**src/oms_pkg.sv**
```systemverilog
// shared types and constants for the online mean and deviation block
package oms_pkg;

    // one input beat
    typedef struct packed {
        logic signed [31:0] sample;
        logic               last_sample;
    } t_item;

    // one finished data set
    typedef struct packed {
        logic signed [31:0] set_mean;
        logic [31:0]        std_deviation;
        logic [23:0]        sample_total;
    } t_result;

    // input queue geometry
    localparam int unsigned IQ_DEPTH = 2;
    localparam int unsigned IQ_PTR_W = 1;

    // last step index of each iterative phase
    localparam logic [5:0] LAST_MEAN_STEP = 6'd31;
    localparam logic [5:0] LAST_VAR_STEP  = 6'd63;
    localparam logic [5:0] LAST_ROOT_STEP = 6'd31;

endpackage

```
**src/online_mean_stddev_top.sv**
```systemverilog
// top level of the online mean and standard deviation block
//
// Input side is a queue: drive sample and last_sample with push; a beat is
// taken on a clock edge where push is high and full is low. A two-entry
// input queue lets up to two beats wait while the arithmetic runs.
// Result side is a queue too: while empty is low the mean, standard deviation
// and sample total of the oldest finished data set are on the output ports;
// pop on an edge where empty is low takes it.
// Each sample passes through the update sequencer in order: it is taken, then
// 32 steps of the radix-2 divider give the mean correction, then the mean,
// deviation, multiply and accumulate states follow.
// A sample marked last adds 64 divider steps for the variance, 32 square
// root steps and a state to hand the result over; the result shows on the
// ports in the cycle after the handover.
// The divider and square root steps dominate; a new sample is taken only in idle.
// If the receiver does not pop, the finished result is held in the output
// register, the sequencer waits with the next result and the input queue
// fills, then full rises.
// Synchronous active-low reset empties both queues and clears the running
// count, mean and squared-deviation sum.
module online_mean_stddev_top
    import oms_pkg::*;
#(
    parameter int unsigned COUNT_WIDTH = 24
) (
    input  logic               i_clk,
    input  logic               i_rst_n,
    input  logic               push,
    output logic               full,
    input  logic signed [31:0] i_sample,
    input  logic               i_last_sample,
    input  logic               pop,
    output logic               empty,
    output logic signed [31:0] o_set_mean,
    output logic [31:0]        o_std_deviation,
    output logic [23:0]        o_sample_total
);

    t_item   w_in_item;
    t_item   w_front_item;
    logic    w_front_valid;
    logic    w_front_pop;
    t_result w_back_res;
    logic    w_back_valid;
    logic    w_back_ready;
    t_result w_out_res;

    // pack the input beat
    assign w_in_item.sample      = i_sample;
    assign w_in_item.last_sample = i_last_sample;

    oms_front u_front (
        .i_clk        (i_clk),
        .i_rst_n      (i_rst_n),
        .push         (push),
        .full         (full),
        .i_item       (w_in_item),
        .o_item_valid (w_front_valid),
        .i_item_pop   (w_front_pop),
        .o_item       (w_front_item)
    );

    oms_back #(
        .COUNT_WIDTH (COUNT_WIDTH)
    ) u_back (
        .i_clk        (i_clk),
        .i_rst_n      (i_rst_n),
        .i_item_valid (w_front_valid),
        .o_item_pop   (w_front_pop),
        .i_item       (w_front_item),
        .o_res_valid  (w_back_valid),
        .i_res_ready  (w_back_ready),
        .o_res        (w_back_res)
    );

    oms_out u_out (
        .i_clk       (i_clk),
        .i_rst_n     (i_rst_n),
        .i_res_valid (w_back_valid),
        .o_res_ready (w_back_ready),
        .i_res       (w_back_res),
        .pop         (pop),
        .empty       (empty),
        .o_res       (w_out_res)
    );

    // unpack the result beat
    assign o_set_mean      = w_out_res.set_mean;
    assign o_std_deviation = w_out_res.std_deviation;
    assign o_sample_total  = w_out_res.sample_total;

endmodule

```
**src/oms_front.sv**
```systemverilog
// front end: two-entry input queue that takes sample beats and hands them to the back end
module oms_front
    import oms_pkg::*;
(
    input  logic  i_clk,
    input  logic  i_rst_n,
    input  logic  push,
    output logic  full,
    input  t_item i_item,
    output logic  o_item_valid,
    input  logic  i_item_pop,
    output t_item o_item
);

    t_item               r_mem [IQ_DEPTH];
    logic [IQ_PTR_W-1:0] r_wr_ptr;
    logic [IQ_PTR_W-1:0] r_rd_ptr;
    logic [IQ_PTR_W:0]   r_fill;
    logic [IQ_PTR_W-1:0] n_wr_ptr;
    logic [IQ_PTR_W-1:0] n_rd_ptr;
    logic [IQ_PTR_W:0]   n_fill;
    logic                w_wr;
    logic                w_rd;

    // handshake decode
    assign full         = (r_fill == (IQ_PTR_W+1)'(IQ_DEPTH));
    assign o_item_valid = (r_fill != '0);
    assign o_item       = r_mem[r_rd_ptr];
    assign w_wr         = push && !full;
    assign w_rd         = i_item_pop && o_item_valid;

    // pointer and fill update
    always_comb begin
        n_wr_ptr = w_wr ? r_wr_ptr + IQ_PTR_W'(1) : r_wr_ptr;
        n_rd_ptr = w_rd ? r_rd_ptr + IQ_PTR_W'(1) : r_rd_ptr;
        n_fill   = r_fill;
        if (w_wr && !w_rd) begin
            n_fill = r_fill + (IQ_PTR_W+1)'(1);
        end else if (w_rd && !w_wr) begin
            n_fill = r_fill - (IQ_PTR_W+1)'(1);
        end
    end

    always_ff @(posedge i_clk) begin
        if (!i_rst_n) begin
            r_wr_ptr <= '0;
            r_rd_ptr <= '0;
            r_fill   <= '0;
        end else begin
            r_wr_ptr <= n_wr_ptr;
            r_rd_ptr <= n_rd_ptr;
            r_fill   <= n_fill;
        end
    end

    // payload storage
    always_ff @(posedge i_clk) begin
        if (w_wr) begin
            r_mem[r_wr_ptr] <= i_item;
        end
    end

endmodule

```
**src/oms_back.sv**
```systemverilog
// back end: welford update sequencer with a shared radix-2 divider and a bit-pair square root
module oms_back
    import oms_pkg::*;
#(
    parameter int unsigned COUNT_WIDTH = 24
) (
    input  logic    i_clk,
    input  logic    i_rst_n,
    input  logic    i_item_valid,
    output logic    o_item_pop,
    input  t_item   i_item,
    output logic    o_res_valid,
    input  logic    i_res_ready,
    output t_result o_res
);

    typedef enum logic [8:0] {
        S_IDLE = 9'b000000001,
        S_DIV  = 9'b000000010,
        S_MEAN = 9'b000000100,
        S_DEV  = 9'b000001000,
        S_MUL  = 9'b000010000,
        S_ACC  = 9'b000100000,
        S_VDIV = 9'b001000000,
        S_SQRT = 9'b010000000,
        S_EMIT = 9'b100000000
    } t_state;

    t_state                  r_state, n_state;
    logic [5:0]              r_step, n_step;
    logic [COUNT_WIDTH-1:0]  r_count, n_count;
    logic [31:0]             r_mean, n_mean;
    logic [63:0]             r_qsum, n_qsum;
    logic [31:0]             r_x, n_x;
    logic                    r_last, n_last;
    logic                    r_dneg, n_dneg;
    logic [31:0]             r_dmag, n_dmag;
    logic [31:0]             r_d2mag, n_d2mag;
    logic [63:0]             r_prod, n_prod;
    logic [63:0]             r_div_d, n_div_d;
    logic [COUNT_WIDTH-1:0]  r_div_r, n_div_r;
    logic [63:0]             r_rad, n_rad;
    logic [35:0]             r_rem, n_rem;
    logic [31:0]             r_root, n_root;
    logic                    r_sat, n_sat;

    logic [32:0]             w_diff, w_diff_neg;
    logic [31:0]             w_diff_mag;
    logic [COUNT_WIDTH-1:0]  w_count_inc;
    logic [COUNT_WIDTH:0]    w_rem_sh, w_rem_sub;
    logic                    w_div_ge;
    logic [COUNT_WIDTH-1:0]  w_div_r_next;
    logic [63:0]             w_div_d_next;
    logic [32:0]             w_q33, w_q_signed, w_mean_new;
    logic [32:0]             w_d2, w_d2_neg;
    logic [63:0]             w_prod;
    logic [64:0]             w_acc;
    logic [63:0]             w_qsum_next;
    logic [35:0]             w_rt_sh, w_rt_trial, w_rt_sub;
    logic                    w_rt_ge;
    logic [31:0]             w_count32;

    // deviation of the new sample from the running mean
    assign w_diff      = {i_item.sample[31], i_item.sample} - {r_mean[31], r_mean};
    assign w_diff_neg  = -w_diff;
    assign w_diff_mag  = w_diff[32] ? w_diff_neg[31:0] : w_diff[31:0];
    assign w_count_inc = (r_count == '1) ? r_count : r_count + COUNT_WIDTH'(1);

    // one restoring divide step, divisor is the running count
    assign w_rem_sh     = {r_div_r, r_div_d[63]};
    assign w_rem_sub    = w_rem_sh - {1'b0, r_count};
    assign w_div_ge     = (w_rem_sh >= {1'b0, r_count});
    assign w_div_r_next = w_div_ge ? w_rem_sub[COUNT_WIDTH-1:0] : w_rem_sh[COUNT_WIDTH-1:0];
    assign w_div_d_next = {r_div_d[62:0], w_div_ge};

    // signed quotient applied to the mean, truncated toward zero
    assign w_q33      = {1'b0, r_div_d[31:0]};
    assign w_q_signed = r_dneg ? -w_q33 : w_q33;
    assign w_mean_new = {r_mean[31], r_mean} + w_q_signed;

    // deviation from the updated mean
    assign w_d2     = {r_x[31], r_x} - {r_mean[31], r_mean};
    assign w_d2_neg = -w_d2;

    // product and saturating accumulate
    assign w_prod      = r_dmag * r_d2mag;
    assign w_acc       = {1'b0, r_qsum} + {17'b0, r_prod[63:16]};
    assign w_qsum_next = w_acc[64] ? '1 : w_acc[63:0];

    // one square root step, two radicand bits at a time
    assign w_rt_sh    = {r_rem[33:0], r_rad[63:62]};
    assign w_rt_trial = {2'b00, r_root, 2'b01};
    assign w_rt_sub   = w_rt_sh - w_rt_trial;
    assign w_rt_ge    = (w_rt_sh >= w_rt_trial);

    // handshakes and result
    assign o_item_pop              = (r_state == S_IDLE) && i_item_valid;
    assign o_res_valid             = (r_state == S_EMIT);
    assign w_count32               = 32'(r_count);
    assign o_res.set_mean          = r_mean;
    assign o_res.std_deviation     = r_sat ? '1 : r_root;
    assign o_res.sample_total      = w_count32[23:0];

    // sequencer
    always_comb begin
        n_state = r_state;
        n_step  = r_step;
        n_count = r_count;
        n_mean  = r_mean;
        n_qsum  = r_qsum;
        n_x     = r_x;
        n_last  = r_last;
        n_dneg  = r_dneg;
        n_dmag  = r_dmag;
        n_d2mag = r_d2mag;
        n_prod  = r_prod;
        n_div_d = r_div_d;
        n_div_r = r_div_r;
        n_rad   = r_rad;
        n_rem   = r_rem;
        n_root  = r_root;
        n_sat   = r_sat;
        case (r_state)
            S_IDLE: begin
                if (i_item_valid) begin
                    n_count = w_count_inc;
                    n_x     = i_item.sample;
                    n_last  = i_item.last_sample;
                    n_dneg  = w_diff[32];
                    n_dmag  = w_diff_mag;
                    n_div_d = {w_diff_mag, 32'b0};
                    n_div_r = '0;
                    n_step  = '0;
                    n_state = S_DIV;
                end
            end
            S_DIV: begin
                n_div_d = w_div_d_next;
                n_div_r = w_div_r_next;
                n_step  = r_step + 6'd1;
                if (r_step == LAST_MEAN_STEP) begin
                    n_state = S_MEAN;
                end
            end
            S_MEAN: begin
                n_mean  = w_mean_new[31:0];
                n_state = S_DEV;
            end
            S_DEV: begin
                n_d2mag = w_d2[32] ? w_d2_neg[31:0] : w_d2[31:0];
                n_state = S_MUL;
            end
            S_MUL: begin
                n_prod  = w_prod;
                n_state = S_ACC;
            end
            S_ACC: begin
                n_qsum = w_qsum_next;
                if (r_last) begin
                    n_div_d = w_qsum_next;
                    n_div_r = '0;
                    n_step  = '0;
                    n_state = S_VDIV;
                end else begin
                    n_state = S_IDLE;
                end
            end
            S_VDIV: begin
                n_div_d = w_div_d_next;
                n_div_r = w_div_r_next;
                n_step  = r_step + 6'd1;
                if (r_step == LAST_VAR_STEP) begin
                    n_rad   = {w_div_d_next[47:0], 16'b0};
                    n_sat   = |w_div_d_next[63:48];
                    n_rem   = '0;
                    n_root  = '0;
                    n_step  = '0;
                    n_state = S_SQRT;
                end
            end
            S_SQRT: begin
                n_rad  = {r_rad[61:0], 2'b00};
                n_rem  = w_rt_ge ? w_rt_sub : w_rt_sh;
                n_root = {r_root[30:0], w_rt_ge};
                n_step = r_step + 6'd1;
                if (r_step == LAST_ROOT_STEP) begin
                    n_state = S_EMIT;
                end
            end
            S_EMIT: begin
                if (i_res_ready) begin
                    n_count = '0;
                    n_mean  = '0;
                    n_qsum  = '0;
                    n_state = S_IDLE;
                end
            end
            default: begin
                n_state = S_IDLE;
            end
        endcase
    end

    // running state
    always_ff @(posedge i_clk) begin
        if (!i_rst_n) begin
            r_state <= S_IDLE;
            r_count <= '0;
            r_mean  <= '0;
            r_qsum  <= '0;
        end else begin
            r_state <= n_state;
            r_count <= n_count;
            r_mean  <= n_mean;
            r_qsum  <= n_qsum;
        end
    end

    // datapath registers
    always_ff @(posedge i_clk) begin
        r_step  <= n_step;
        r_x     <= n_x;
        r_last  <= n_last;
        r_dneg  <= n_dneg;
        r_dmag  <= n_dmag;
        r_d2mag <= n_d2mag;
        r_prod  <= n_prod;
        r_div_d <= n_div_d;
        r_div_r <= n_div_r;
        r_rad   <= n_rad;
        r_rem   <= n_rem;
        r_root  <= n_root;
        r_sat   <= n_sat;
    end

endmodule

```
**src/oms_out.sv**
```systemverilog
// result register presented as the head of a queue
module oms_out
    import oms_pkg::*;
(
    input  logic    i_clk,
    input  logic    i_rst_n,
    input  logic    i_res_valid,
    output logic    o_res_ready,
    input  t_result i_res,
    input  logic    pop,
    output logic    empty,
    output t_result o_res
);

    logic    r_valid;
    logic    n_valid;
    t_result r_res;
    logic    w_load;

    // a new beat loads when the slot is free or drains this cycle
    assign o_res_ready = !r_valid || pop;
    assign w_load      = i_res_valid && o_res_ready;
    assign empty       = !r_valid;
    assign o_res       = r_res;

    always_comb begin
        n_valid = r_valid;
        if (w_load) begin
            n_valid = 1'b1;
        end else if (pop) begin
            n_valid = 1'b0;
        end
    end

    always_ff @(posedge i_clk) begin
        if (!i_rst_n) begin
            r_valid <= 1'b0;
        end else begin
            r_valid <= n_valid;
        end
    end

    // result payload
    always_ff @(posedge i_clk) begin
        if (w_load) begin
            r_res <= i_res;
        end
    end

endmodule

```
**config.mk**
```make
export PLATFORM = sky130hd
export DESIGN_NAME = online_mean_stddev_top
export DESIGN_NICKNAME = d
export VERILOG_FILES = /design/src/oms_pkg.sv /design/src/online_mean_stddev_top.sv /design/src/oms_front.sv /design/src/oms_back.sv /design/src/oms_out.sv
export SDC_FILE = /design/constraint.sdc
export NUM_CORES = 2
export LEC_CHECK = 0
export ABC_AREA = 1
export BUFFER_PORTS_ARGS = -buffer_cell sky130_fd_sc_hd__buf_2
export CORE_MARGIN = 4
export CORE_UTILIZATION = 55
export CTS_CLUSTER_DIAMETER = 40
export DETAILED_ROUTE_END_ITERATION = 16
export GPL_TIMING_DRIVEN = 1
export PLACE_DENSITY = 0.67
export SLEW_MARGIN = 15
export SYNTH_ARGS = -nofsm -noshare
export SYNTH_HDL_FRONTEND = slang
export SYNTH_SLANG_ARGS = --single-unit
```
**constraint.sdc**
```tcl
create_clock -name i_clk -period 16.2 [get_ports i_clk]
set_clock_uncertainty 0.15 [all_clocks]
set_input_delay 1.62 -clock i_clk [delete_from_list [all_inputs] [get_ports i_clk]]
set_output_delay 1.62 -clock i_clk [all_outputs]
set_load 0.02 [all_outputs]
```
==> impl_metrics.ini <==
[run_status]
status = completed

[cts]
cts_root_buf = clkbuf_16
clkTransAtPathRegs_ns = 0.05
cts_hold_buf = 0
cts_buffers = 107
clk_latency_ns = 0.75
h-tree-depth = 3
cts_tree = built
cts_resized = 0
clkSinkCount = 644
cts_buffer_depth = 3
post-cts-setup-buffers = 0

[floorplan]
io_pins = 127
die_area_sq_mm = 0.141
fp-row-count = 134
die_w_microns = 376
design.core.area_sq_mm = 0.134
die_h_microns = 376
initial_core_util_pct = 55.5

[worst_setup_path]
crit_required_ns = 16.48
crit_arrival_ns = 8.15
cp-start-kind = register
slowest_stage = edfxtp_1
crit_path_max_incr_delay_ns = 0.63
critical_path.max_fanout = 21
crit_type = reg2reg
r2r_slack_ns = 8.32
reg2regPathDepth = 29
endpoint_kind = register

[detailed_routing]
vias = 62373
dr_wl_met2_microns = 109000
drc = 0
drtIter0Drc = 5240
top_layer_used = met5
routed_wirelength_microns = 228000
wl_met3_microns = 14500
ant_nets = 0
viasPerCell = 5.45
routedWlPerCell_microns = 19.9
wl_met1_microns = 93200
drt_first_pass_iters = 6

[grt]
antenna_found_initial = 9
grt_pass1_vias = 62744
grt_remaining_overflow = 0
track_usage_pct = 32.4
grt_max_degree = 81
grt_pass1_wl_microns = 356000

[sta]
tightest_slew_ns = 1.16
fin_tns_setup_ns = 0
finalCritPeriodShare_pct = 48.6
hold_viol = 0
drv_slew = 0
worst_hold_slack_ns = 0.319
fmax_mhz = 127
relSlewSlack_pct = 21.7
setup_viol = 0
period_minus_slack_ns = 7.88
rsz0062_at_grt = false

[logic_synthesis]
syn_area_sq_mm = 0.0744
synth-async-reset-ratio_pct = 0
ys_ff_latch = 644
synthCells = 9555
synth-main-ff-cell = edfxtp_1
synth_edf_count = 509
synth.avg_cell_area_sq_um = 7.79
ys.warnings.count = 0
synthesis.nets = 10959
seq_area_frac_synth_pct = 24.2
synth_cell_types = 62

[finish]
drive_gt1_share_pct = 5.31
finalNetCount = 10986
stdcell_count = 11444
syn2layout_area_growth_pct = 8.41
antenna_cells = 0

[placed_design]
placedCellCount = 11241
post-dp-hpwl_microns = 182000
gp_congestion = 1.02
io_buffers = 126

[worst_hold_path]
hp-class = reg2reg
whs_path_depth = 2

[job]
cap_violations = 0
==> placed cells by master (no fill, tap or decap), drive strengths merged, types with 9 or more instances in the layout <==
cell | netlist | routed
nand4 | 63 | 63
nand3b | 18 | 18
a22oi | 9 | 9
clkbuf | 266 | 128
nor4 | 28 | 28
fa | 900 | 900
mux2 | 32 | 32
xnor2 | 53 | 53
or2 | 12 | 12
a211oi | 10 | 10
bufinv | 0 | 11
dfxtp | 135 | 135
inv | 2245 | 2271
nand3 | 335 | 335
a21boi | 21 | 21
a21o | 36 | 36
a21oi | 522 | 522
o21bai | 22 | 22
nor2 | 566 | 566
xor2 | 154 | 154
a31oi | 36 | 36
clkinv | 1 | 34
o21ai | 383 | 383
ha | 467 | 467
o211ai | 10 | 10
nand2 | 2542 | 2542
nor3 | 98 | 98
o21a | 19 | 19
edfxtp | 509 | 509
buf | 27 | 211
==> sequential cells by signal (all words and copies together) (netlist names), 34 cells and up, named ones only <==
name            cells
u_out.o_res        88
u_back.r_rad       48
u_back.r_qsum      64
u_front.r_mem      66
u_back.r_rem       34
u_back.r_div_d     64
u_back.r_prod      48
==> worst paths after layout <==
check | from | end
worst max-delay path | u_back.r_d2mag[6] | u_back.r_prod[56]
worst min-delay path | u_back.r_qsum[36] | u_back.r_qsum[36]
worst max register to register | u_back.r_d2mag[6] | u_back.r_prod[56]
worst min register to register | u_back.r_qsum[36] | u_back.r_qsum[36]
==> layer usage <==
layer  GRT usage, %  up-vias
met4           13.9        2
met3           3.91      435
met5              0        -
li1               -    29304
met1           42.3    30481
met2           54.7     2151
==> cell type report <==
| type | count | area [sq um] |
|---|---|---|
| Clock inverter | 75 | 941 |
| Inverter | 2246 | 8430 |
| Fill cell | 12368 | 53300 |
| Multi-Input combinational cell | 6372 | 46900 |
| Sequential cell | 644 | 18000 |
| Tap cell | 1768 | 2210 |
| Clock buffer | 128 | 2900 |
| Timing Repair Buffer | 211 | 1270 |
==> cells by family after synthesis <==
kind of cell | after synthesis | synth area share (%)
XOR/XNOR | 207 | 2.46
AND/OR/NAND/NOR | 3677 | 20.0
flip-flops | 644 | 24.2
buffers and inverters | 2539 | 12.9
AO/OA/AOI/OAI | 1089 | 7.93
multiplexers | 32 | 0.484
adder cells (fa/ha/maj) | 1367 | 32.1
==> stage by stage <==
stage,setup WS [ns],utilization [%],instance area (sq um)
after floorplan,9.24,-,74400
after global placement,8.40,57.3,76800
after detailed placement,8.41,57.3,76800
after CTS,8.38,60.2,80700
after global routing,7.88,60.2,80700
final,8.32,60.2,80700
==> cell usage after synthesis (all sizes together), types with 2 or more instances <==
cell     instances  area share (%)
o21a            19            0.19
nand3          335             2.3
a311oi           3           0.035
nor3b            4           0.040
a21boi          21            0.22
xnor2           53            0.63
nor4            28            0.25
nand4           63            0.53
fa             900              24
and3             2           0.017
mux2            32            0.48
inv           2245              11
a22oi            9           0.091
xor2           154             1.8
clkbuf         266             1.3
o211a            2           0.027
dfxtp          135             3.6
nor3            98            0.69
a31oi           36            0.30
ha             467             7.9
o21bai          22            0.22
buf             27            0.19
a21oi          522             3.5
o221ai           3           0.035
nand3b          18            0.18
nor2           566             2.9
or2             12            0.10
nand2         2542              13
and2             8           0.067
o21ai          383             2.6
a21o            36            0.36
o31ai            2           0.020
a221oi           4           0.047
edfxtp         509              21
o2111ai          2           0.024
o211ai          10            0.10
a211oi          10            0.10
==> worst max-delay path: cells and delay by family (launching register included) <==
kind / cells / cell delay [ns]
adders and majority gates: 9 / 4.35
and+or+nand+nor: 9 / 1.03
buffers and inverters: 9 / 0.82
DFF: 1 / 0.63
AOI/OAI and AO/OA: 2 / 0.63
Power is left out: the tool's default activity adds up to more than one toggle a clock period on the data nets, which glitch-free logic cannot reach.
